## src/rfsp_pkg.sv

```systemverilog
package rfsp_pkg;

  // Largest frame accepted, bytes, including header and data check.
  localparam int FRAME_MAX = 256;

  localparam logic [7:0] START_BYTE_RESET = 8'h01;

  // Header layout (byte positions within the frame).
  localparam logic [8:0] POS_START    = 9'd0;
  localparam logic [8:0] POS_ID_HI    = 9'd1;
  localparam logic [8:0] POS_ID_LO    = 9'd2;
  localparam logic [8:0] POS_LEN_HI   = 9'd3;
  localparam logic [8:0] POS_LEN_LO   = 9'd4;
  localparam logic [8:0] POS_TYPE_HI  = 9'd5;
  localparam logic [8:0] POS_TYPE_LO  = 9'd6;
  localparam logic [8:0] POS_HDR_CHK  = 9'd7;
  localparam logic [8:0] HDR_BYTES    = 9'd8;

  // Payload length above this makes the frame oversize.
  localparam logic [15:0] LEN_LIMIT = 16'(FRAME_MAX - 9);

  typedef enum logic [2:0] {
    STATUS_INCOMPLETE     = 3'd0,
    STATUS_OK             = 3'd1,
    STATUS_INVALID_LENGTH = 3'd2,
    STATUS_HDR_CHK_ERR    = 3'd3,
    STATUS_DATA_CHK_ERR   = 3'd4
  } status_t;

  typedef struct packed {
    status_t     status;
    logic        payload_valid;
    logic [7:0]  payload_byte;
    logic [7:0]  payload_index;
    logic [15:0] hdr_id;
    logic [7:0]  pay_len;
    logic [15:0] msg_kind;
    logic [7:0]  header_check;
    logic [7:0]  data_check;
    logic [8:0]  frame_len;
  } result_t;

endpackage

```

## src/rfsp_in_stage.sv

```systemverilog
module rfsp_in_stage (
  input  logic       clk,
  input  logic       rst,
  input  logic       in_valid,
  output logic       in_stall,
  input  logic [7:0] rx_byte,
  input  logic       advance,
  output logic       s1_valid,
  output logic [7:0] s1_byte
);

  logic accept;

  // Held byte blocks the port only while it cannot move on.
  assign in_stall = s1_valid && !advance;
  assign accept   = in_valid && !in_stall;

  always_ff @(posedge clk) begin
    if (rst) begin
      s1_valid <= 1'b0;
    end else if (accept) begin
      s1_valid <= 1'b1;
    end else if (advance) begin
      s1_valid <= 1'b0;
    end
  end

  always_ff @(posedge clk) begin
    if (accept) begin
      s1_byte <= rx_byte;
    end
  end

endmodule

```

## src/rfsp_frame_core.sv

```systemverilog
module rfsp_frame_core (
  input  logic             clk,
  input  logic             rst,
  input  logic             cfg_we,
  input  logic [7:0]       cfg_wdata,
  input  logic             step,
  input  logic [7:0]       rx_byte,
  output rfsp_pkg::result_t result
);
  import rfsp_pkg::*;

  logic [7:0]  start_byte;
  logic [8:0]  byte_position, byte_position_next;
  logic [8:0]  frame_length_expected, frame_length_expected_next;
  logic [15:0] id_word, id_word_next;
  logic [15:0] length_word, length_word_next;
  logic [15:0] type_word, type_word_next;
  logic [7:0]  header_xor, header_xor_next;
  logic [7:0]  header_check_received, header_check_received_next;
  logic [7:0]  data_xor, data_xor_next;

  logic [8:0] pos_inc;
  logic [8:0] pay_offset;
  logic [8:0] frame_len_calc;

  assign pos_inc        = byte_position + 9'd1;
  assign pay_offset     = byte_position - HDR_BYTES;
  assign frame_len_calc = HDR_BYTES + length_word[8:0] + 9'd1;

  always_ff @(posedge clk) begin
    if (rst) begin
      start_byte <= START_BYTE_RESET;
    end else if (cfg_we) begin
      start_byte <= cfg_wdata;
    end
  end

  always_comb begin
    byte_position_next         = byte_position;
    frame_length_expected_next = frame_length_expected;
    id_word_next               = id_word;
    length_word_next           = length_word;
    type_word_next             = type_word;
    header_xor_next            = header_xor;
    header_check_received_next = header_check_received;
    data_xor_next              = data_xor;
    result                     = '0;

    if (step && !(byte_position == POS_START && rx_byte != start_byte)) begin
      byte_position_next = pos_inc;
      if (byte_position < POS_HDR_CHK) begin
        header_xor_next = header_xor ^ rx_byte;
      end
      case (byte_position)
        POS_ID_HI, POS_ID_LO:     id_word_next     = {id_word[7:0], rx_byte};
        POS_LEN_HI, POS_LEN_LO:   length_word_next = {length_word[7:0], rx_byte};
        POS_TYPE_HI, POS_TYPE_LO: type_word_next   = {type_word[7:0], rx_byte};
        POS_HDR_CHK:              header_check_received_next = rx_byte;
        default: ;
      endcase

      if (byte_position == POS_TYPE_LO && length_word > LEN_LIMIT) begin
        // oversize: drop the frame and hunt again
        result.status              = STATUS_INVALID_LENGTH;
        byte_position_next         = '0;
        frame_length_expected_next = '0;
        id_word_next               = '0;
        length_word_next           = '0;
        type_word_next             = '0;
        header_xor_next            = '0;
        header_check_received_next = '0;
        data_xor_next              = '0;
      end else begin
        if (byte_position == POS_TYPE_LO) begin
          frame_length_expected_next = frame_len_calc;
        end
        if (byte_position >= HDR_BYTES && frame_length_expected != '0 &&
            pos_inc < frame_length_expected) begin
          data_xor_next        = data_xor ^ rx_byte;
          result.payload_valid = 1'b1;
          result.payload_byte  = rx_byte;
          result.payload_index = pay_offset[7:0];
        end
        if (frame_length_expected != '0 && pos_inc >= frame_length_expected) begin
          // last byte is the data check
          if (~header_xor != header_check_received) begin
            result.status = STATUS_HDR_CHK_ERR;
          end else if (~data_xor != rx_byte) begin
            result.status = STATUS_DATA_CHK_ERR;
          end else begin
            result.status       = STATUS_OK;
            result.hdr_id       = id_word;
            result.pay_len      = length_word[7:0];
            result.msg_kind     = type_word;
            result.header_check = header_check_received;
            result.data_check   = rx_byte;
            result.frame_len    = frame_length_expected;
          end
          byte_position_next         = '0;
          frame_length_expected_next = '0;
          id_word_next               = '0;
          length_word_next           = '0;
          type_word_next             = '0;
          header_xor_next            = '0;
          header_check_received_next = '0;
          data_xor_next              = '0;
        end
      end
    end
  end

  always_ff @(posedge clk) begin
    if (rst) begin
      byte_position         <= '0;
      frame_length_expected <= '0;
      id_word               <= '0;
      length_word           <= '0;
      type_word             <= '0;
      header_xor            <= '0;
      header_check_received <= '0;
      data_xor              <= '0;
    end else begin
      byte_position         <= byte_position_next;
      frame_length_expected <= frame_length_expected_next;
      id_word               <= id_word_next;
      length_word           <= length_word_next;
      type_word             <= type_word_next;
      header_xor            <= header_xor_next;
      header_check_received <= header_check_received_next;
      data_xor              <= data_xor_next;
    end
  end

endmodule

```

## src/rfsp_out_stage.sv

```systemverilog
module rfsp_out_stage (
  input  logic              clk,
  input  logic              rst,
  input  logic              load,
  input  rfsp_pkg::result_t result,
  input  logic              out_stall,
  output logic              out_valid,
  output rfsp_pkg::result_t held
);
  import rfsp_pkg::*;

  always_ff @(posedge clk) begin
    if (rst) begin
      out_valid <= 1'b0;
    end else if (load) begin
      out_valid <= 1'b1;
    end else if (!out_stall) begin
      out_valid <= 1'b0;
    end
  end

  always_ff @(posedge clk) begin
    if (load) begin
      held <= result;
    end
  end

endmodule

```

## src/radar_frame_stream_parser_unit.sv

```systemverilog
// Path: a byte accepted into the input register is parsed into the result register
//   once that register is free or emptying, and its result is handed on when out_stall is low.
// Throughput: one byte per cycle while the result channel is not stalled.
// Reset (rst, synchronous, active high): parser back to start-byte hunt, all frame
//   state zero, start byte 0x01, both pipeline registers empty.
module radar_frame_stream_parser_unit (
  input  logic        clk,
  input  logic        rst,
  // config: start-of-frame byte
  input  logic        cfg_we,
  input  logic [7:0]  cfg_wdata,
  // byte input channel
  input  logic        in_valid,
  output logic        in_stall,
  input  logic [7:0]  rx_byte,
  // result channel, one transfer per input byte
  output logic        out_valid,
  input  logic        out_stall,
  output logic [2:0]  status,
  output logic        payload_valid,
  output logic [7:0]  payload_byte,
  output logic [7:0]  payload_index,
  output logic [15:0] hdr_id,
  output logic [7:0]  pay_len,
  output logic [15:0] msg_kind,
  output logic [7:0]  header_check,
  output logic [7:0]  data_check,
  output logic [8:0]  frame_len
);
  import rfsp_pkg::*;

  logic       s1_valid;
  logic [7:0] s1_byte;
  logic       advance;
  result_t    result;
  result_t    held;

  // The held byte is parsed once the result register is free or emptying
  // in this cycle; the parse state moves only on that step, so every byte
  // gets exactly one result transfer.
  assign advance = s1_valid && (!out_valid || !out_stall);

  rfsp_in_stage u_in (
    .clk      (clk),
    .rst      (rst),
    .in_valid (in_valid),
    .in_stall (in_stall),
    .rx_byte  (rx_byte),
    .advance  (advance),
    .s1_valid (s1_valid),
    .s1_byte  (s1_byte)
  );

  // Frame parser: start hunt, header fields, XOR checks, verdict.
  rfsp_frame_core u_core (
    .clk       (clk),
    .rst       (rst),
    .cfg_we    (cfg_we),
    .cfg_wdata (cfg_wdata),
    .step      (advance),
    .rx_byte   (s1_byte),
    .result    (result)
  );

  rfsp_out_stage u_out (
    .clk       (clk),
    .rst       (rst),
    .load      (advance),
    .result    (result),
    .out_stall (out_stall),
    .out_valid (out_valid),
    .held      (held)
  );

  assign status        = held.status;
  assign payload_valid = held.payload_valid;
  assign payload_byte  = held.payload_byte;
  assign payload_index = held.payload_index;
  assign hdr_id        = held.hdr_id;
  assign pay_len       = held.pay_len;
  assign msg_kind      = held.msg_kind;
  assign header_check  = held.header_check;
  assign data_check    = held.data_check;
  assign frame_len     = held.frame_len;

endmodule

```

## config.mk

```make
export PLATFORM = sky130hd
export DESIGN_NAME = radar_frame_stream_parser_unit
export DESIGN_NICKNAME = d
export VERILOG_FILES = /design/src/rfsp_pkg.sv /design/src/rfsp_in_stage.sv /design/src/rfsp_frame_core.sv /design/src/rfsp_out_stage.sv /design/src/radar_frame_stream_parser_unit.sv
export SDC_FILE = /design/constraint.sdc
export NUM_CORES = 1
export LEC_CHECK = 0
export ABC_AREA = 1
export BUFFER_PORTS_ARGS = -buffer_cell sky130_fd_sc_hd__buf_4
export CAP_MARGIN = 20
export CORE_ASPECT_RATIO = 1.1
export CORE_MARGIN = 2
export CORE_UTILIZATION = 35
export DETAILED_ROUTE_END_ITERATION = 8
export HOLD_SLACK_MARGIN = 0.03
export REMOVE_ABC_BUFFERS = 1
export SKIP_LAST_GASP = 1
export SLEW_MARGIN = 25
export SYNTH_ARGS = -nofsm -noshare
export SYNTH_HDL_FRONTEND = slang
export SYNTH_HIERARCHICAL = 1
export SYNTH_SLANG_ARGS = --single-unit
```

## constraint.sdc

```tcl
create_clock -name clk -period 6 [get_ports clk]
set_clock_uncertainty 0.05 [all_clocks]
set_input_delay 0.6 -clock clk [delete_from_list [all_inputs] [get_ports clk]]
set_output_delay 0.6 -clock clk [all_outputs]
set_load 0.01 [all_outputs]
```

# Word-level counts from Yosys, hierarchy flattened
# Index checks and enable logic that the tools add are counted.
[totals]
regBits = 193
elab_cells = 123
[classes]
n_addsub = 4
magnitude_cmp = 5
eq_ne = 11
mux = 32
n_bitwise = 7
reduce_logical = 40
[ops]
columns = ["op", "n"]
rows = [
  ["$mux W16", 9],
  ["$mux W8", 9],
  ["$mux W9", 5],
  ["$eq A9 B3 Y1 const B", 4],
  ["$ne A8 B8 Y1", 3],
  ["$reduce_bool A3 Y1", 7],
  ["$add A9 B1 Y9 const B", 2],
  ["$eq A9 B2 Y1 const B", 2],
  ["$mux W17", 1],
  ["$gt A16 B8 Y1 const B", 1],
  ["$not A8 Y8", 2],
  ["$xor A8 B8 Y8", 2],
  ["$reduce_and A2 Y1", 7],
  ["$add A4 B9 Y9 const A", 1],
  ["$eq A9 B1 Y1 const B", 1],
  ["$ge A9 B4 Y1 const B", 1],
  ["$ge A9 B9 Y1", 1],
  ["$logic_and A1 B1 Y1", 9],
  ["$logic_not A9 Y1", 1],
  ["$lt A9 B3 Y1 const B", 1],
  ["$lt A9 B9 Y1", 1],
  ["$reduce_bool A9 Y1", 1],
  ["$reduce_or A2 Y1", 4],
  ["$sub A8 B4 Y8 const B", 1],
  ["other kinds (11)", 23],
]

# Longest topological paths before layout
[depth]
depth_word = 8
depth_mapped = 21

# Modules after synthesis
# The synthesis kept the hierarchy.
[by_module_without_submodules]
columns = ["mod", "n_inst", "cells_per_inst", "area_each_um2"]
rows = [
  ["rfsp_frame_core", 1, 984, 6288.5],
  ["rfsp_out_stage", 1, 89, 2588.7],
  ["rfsp_in_stage", 1, 15, 286.5],
  ["radar_frame_stream_parser_unit", 1, 2, 12.5],
]

# Worst setup path after synthesis
# No wires, ideal clock.
[synth_path]
kind = "input -> register"
from = "input out_stall"
to = "register, netlist name u_out/held[69]"
arrival_ps = 4206
required_time_ps = 5812
setup_slack_ps = 1606
cell_stages = 6
path_buffers = 1
path_cell_list = "a21oi_2 nand2_1 nor2_4 nand3_2 buf_2 nor2_1"
[synth_via]
elab_chain_len = 6
[synth_lines]
columns = ["item", "line_no", "source"]
rows = [
  ["from (decl)", "radar_frame_stream_parser_unit.sv:18", "input logic out_stall,"],
  ["$logic_not A1 Y1", "--", ""],
  ["$logic_or A1 B1 Y1", "radar_frame_stream_parser_unit.sv:41", "assign advance = s1_valid && (!out_valid || !out_stall);"],
  ["$logic_and A1 B1 Y1", "radar_frame_stream_parser_unit.sv:41", ""],
  ["$logic_and A1 B1 Y1", "rfsp_frame_core.sv:49", "if (step && !(byte_position == POS_START && rx_byte != start_byte)) begin"],
  ["$not A1 Y1 (no line)", "--", ""],
  ["$reduce_or A3 Y1 (no line)", "--", ""],
]
# Every way passes these cells.
# A chain may end at the register's enable or synchronous reset.

# Worst setup path after layout
[layout_path]
from = "register u_core.byte_position[0]"
to = "register u_core.data_xor[0]"
[layout_via]
elab_chain_len = 5
elab_cells_between_ends = 17
classes_between = "add/sub: 1; order compare: 3; eq/ne: 1; mux: 2; reduce/logical: 10"
[layout_lines]
columns = ["item", "line_no", "source"]
rows = [
  ["from (decl)", "rfsp_frame_core.sv:13", "logic [8:0] byte_position, byte_position_next;"],
  ["from (signal assigned)", "rfsp_frame_core.sv:123", "byte_position <= byte_position_next;"],
  ["$add A9 B1 Y9 (tied with other cells)", "rfsp_frame_core.sv:26", "assign pos_inc = byte_position + 9'd1;"],
  ["$ge A9 B9 Y1 (tied with other cells)", "rfsp_frame_core.sv:84", "if (frame_length_expected != '0 && pos_inc >= frame_length_expected) begin"],
  ["$logic_and A1 B1 Y1 (tied with other cells)", "rfsp_frame_core.sv:84", ""],
  ["$reduce_bool A3 Y1 (no line) (tied with other cells)", "--", ""],
  ["$reduce_and A2 Y1 (no line) or $mux W8 (tied branches)", "--", ""],
  ["to (signal assigned)", "rfsp_frame_core.sv:130", "data_xor <= data_xor_next;"],
  ["to (decl)", "rfsp_frame_core.sv:20", "logic [7:0] data_xor, data_xor_next;"],
]
# Parallel ways exist; a longest one is shown, timed or not.

==> flow_summary.yaml <==
status:
  status: "complete, no violations"
die:
  fp.dieArea_mm2: 0.0275
  initial_utilization_pct: 35.4
  die_h_um: 174
  io_pins: 108
  die_x_um: 158
  core_mm2: 0.0259
  rows: 62
logic_synthesis:
  synth_cells: 1090
  syn-cell-area_mm2: 0.00918
  avgSynthCellArea_um2: 8.42
  yosys_warnings: 6
  synthDistinctLibCells: 32
  ys_ff_latch: 193
  ys_seq_area_share_pct: 52.2
power_and_ir_drop:
  power.density_mw_per_mm2: 251
  p_leak_nw: 4.33
  ir_drop_uv: 184
  netSwitchingFraction_pct: 24.3
  p_clk_share_pct: 40.6
  combinationalPowerShare_pct: 5.7
  seq_power_share_pct: 53.8
  intPower_mw: 2.03
  p_switching_mw: 0.650
final_layout:
  syn2layout_area_growth_pct: 16.0
  register_area_mm2: 0.00479
  fillers: 2669
  antenna_cells: 0
  layout_commonest_cell: "nand2_1"
  multiInputGateArea_mm2: 0.00372
  drive_gt1_share_pct: 15.5
  nets: 1186
  mostFrequentLayoutCells: "nand2_1 (204), nor2_1 (194), nand3_1 (128), buf_4 (115), dfxtp_1 (100)"
place:
  port_buffers: 107
  routabilityCongestion: 0.817
  dp_hpwl_um: 13700
critical_path:
  end_kind: "register"
  rrSetupSlack_ns: 1.88
  startpoint_type: "register"
  crit_arrival_ns: 4.42
  cp_max_fo: 53
  cp.required_ns: 6.29
  critPathKind: "reg -> reg"
clock_tree:
  insertion_delay_ns: 0.44
  cts_tree: "built"
  clockRootBuffer: "clkbuf_16"
  cts.path.max_buffers: 2
  postCtsSetupBuffers: 0
  holdBufCountCts: 0
  path_clk_slew_ns: 0.08
  cts-resized-gates: 0
  cts_buffers: 17
  ctsHtreeMaxLevel: 4
  cts.sinks: 193
timing:
  drv_slew: 0
  hold_viol_final: 0
  worst_slew_pin_slew_ns: 0.992
  tns_ns: 0
  setup_viol_count_final: 0
  min_period_ns: 4.12
  fmax_mhz: 242
  min_period_over_period_pct: 68.7
  rsz0062_at_grt: "false"
  relSlewSlack_pct: 33.9
  hold_slack_ns: 0.277
flow_run:
  drv_cap: 0
routing:
  drtAntennaViolNets: 0
  drc_errors: 0
  drt_wl_total_um: 21300
  vias: 7185
  via_per_inst: 4.75
  dr.pass1.iters: 5
  wl_per_cell_um: 14.1
  drtIter0Drc: 533
grt:
  track_usage_pct: 15.8
  antenna_found_initial: 0
  grt_pass1_vias: 6714
  grt-ovfl-total: 0
  grt_max_degree: 86
  grt_first_pass_wirelength_um: 34400
worst_hold_path:
  min_path_type: "in -> reg"
cell families after synthesis:
logic type / Yosys count / synth area share (%)
adder cells (fa/ha/maj): 17 / 2.32
AO/OA/AOI/OAI: 94 / 5.30
XOR/XNOR: 45 / 4.30
AND/OR/NAND/NOR: 591 / 28.4
flip-flops: 193 / 52.2
buffers and inverters: 150 / 7.44
per-layer routing:
| metal | GRT usage [%] | share of wire, % | vias up |
|---|---|---|---|
| met5 | 0 | 0 | - |
| met4 | 4.88 | 1.5 | 0 |
| met1 | 20.3 | 45 | 3368 |
| met3 | 3.25 | 3.6 | 20 |
| li1 | - | - | 3678 |
| met2 | 26.6 | 50 | 119 |
cells in the mapped netlist, drive strengths merged:
library cell,number,share of area (%)
clkbuf,22,0.90
nand3,137,8.0
a21boi,1,0.12
a21oi,81,4.5
edfxtp,93,30
nand4,11,0.75
buf,54,3.5
xnor2,20,1.9
dfxtp,100,22
a21o,1,0.082
o21ai,11,0.60
nor2,196,8.1
nand2,208,8.6
nand3b,5,0.41
xor2,25,2.4
and3,2,0.14
nor4,1,0.068
ha,17,2.3
inv,73,3.0
clkinv,1,0.041
nor3,31,2.3
power by group through the flow:
stage	registers (mW)	clock network, mW	logic (mW)
2_1_floorplan	1.48	0	0.0613
3_3_place_gp	1.47	0	0.153
3_5_place_dp	1.47	0	0.154
4_1_cts	1.44	1.12	0.154
5_1_grt	1.44	1.17	0.167
6_report	1.44	1.09	0.152
layout make-up:
| class | instances | share of cell area [%] |
|---|---|---|
| clock buffers | 18 | 4.03 |
| well taps | 352 | 4.14 |
| flip-flops and latches | 193 | 45.0 |
| clock inverters | 14 | 1.14 |
| repair buffers | 115 | 8.11 |
| inverters | 74 | 2.61 |
| multi-input cells | 747 | 34.9 |
final timing paths:
path / startpoint / end / cells past startpoint
worst max-delay path: u_core/byte_position[0] / u_core/data_xor[0] / 14
worst min-delay path: rx_byte[3] / u_in/s1_byte[3] / 1
worst max register to register: u_core/byte_position[0] / u_core/data_xor[0] / 14
worst min register to register: u_core/start_byte[4] / u_core/start_byte[4] / 2
metrics by stage:
step                      cells  setup slack, ns  cell area (um^2)  util, %  power [mW]
final                      1513             1.88             10600     41.1        2.68
after global routing       1513             1.42             10600     41.1        2.78
after CTS                  1513             1.89             10600     41.1        2.71
after detailed placement   1481             1.91             10100     39.0        1.62
after global placement     1481             2.05             10100     39.0        1.62
after floorplan            1014            -3.53              8770        -        1.54
flip-flops by register name, indices dropped and copies added, names as in the netlist:
register                      flops
u_core/length_word               16
u_core/byte_position              9
u_out/held                       85
u_core/type_word                 16
u_core/frame_length_expected      9
u_core/data_xor                   8
u_out/out_valid                   1
u_core/header_check_received      8
u_core/header_xor                 8
u_in/s1_valid                     1
u_core/id_word                   16
u_core/start_byte                 8
u_in/s1_byte                      8
worst max-delay path, stage by stage, from the launching register on:
cell and delay, ns:
dfxtp_1 0.40, inv_1 0.14, nor3_1 0.45, nand4_1 0.18, xnor2_1 0.23, ha_1 0.26
nand2_1 0.08, inv_1 0.04, a21oi_1 0.17, nand4_1 0.24, nand2_4 0.55, buf_4 0.52
nand3_2 0.38, a21oi_1 0.25, nor2_1 0.06
(Power assumes the default switching activity.)
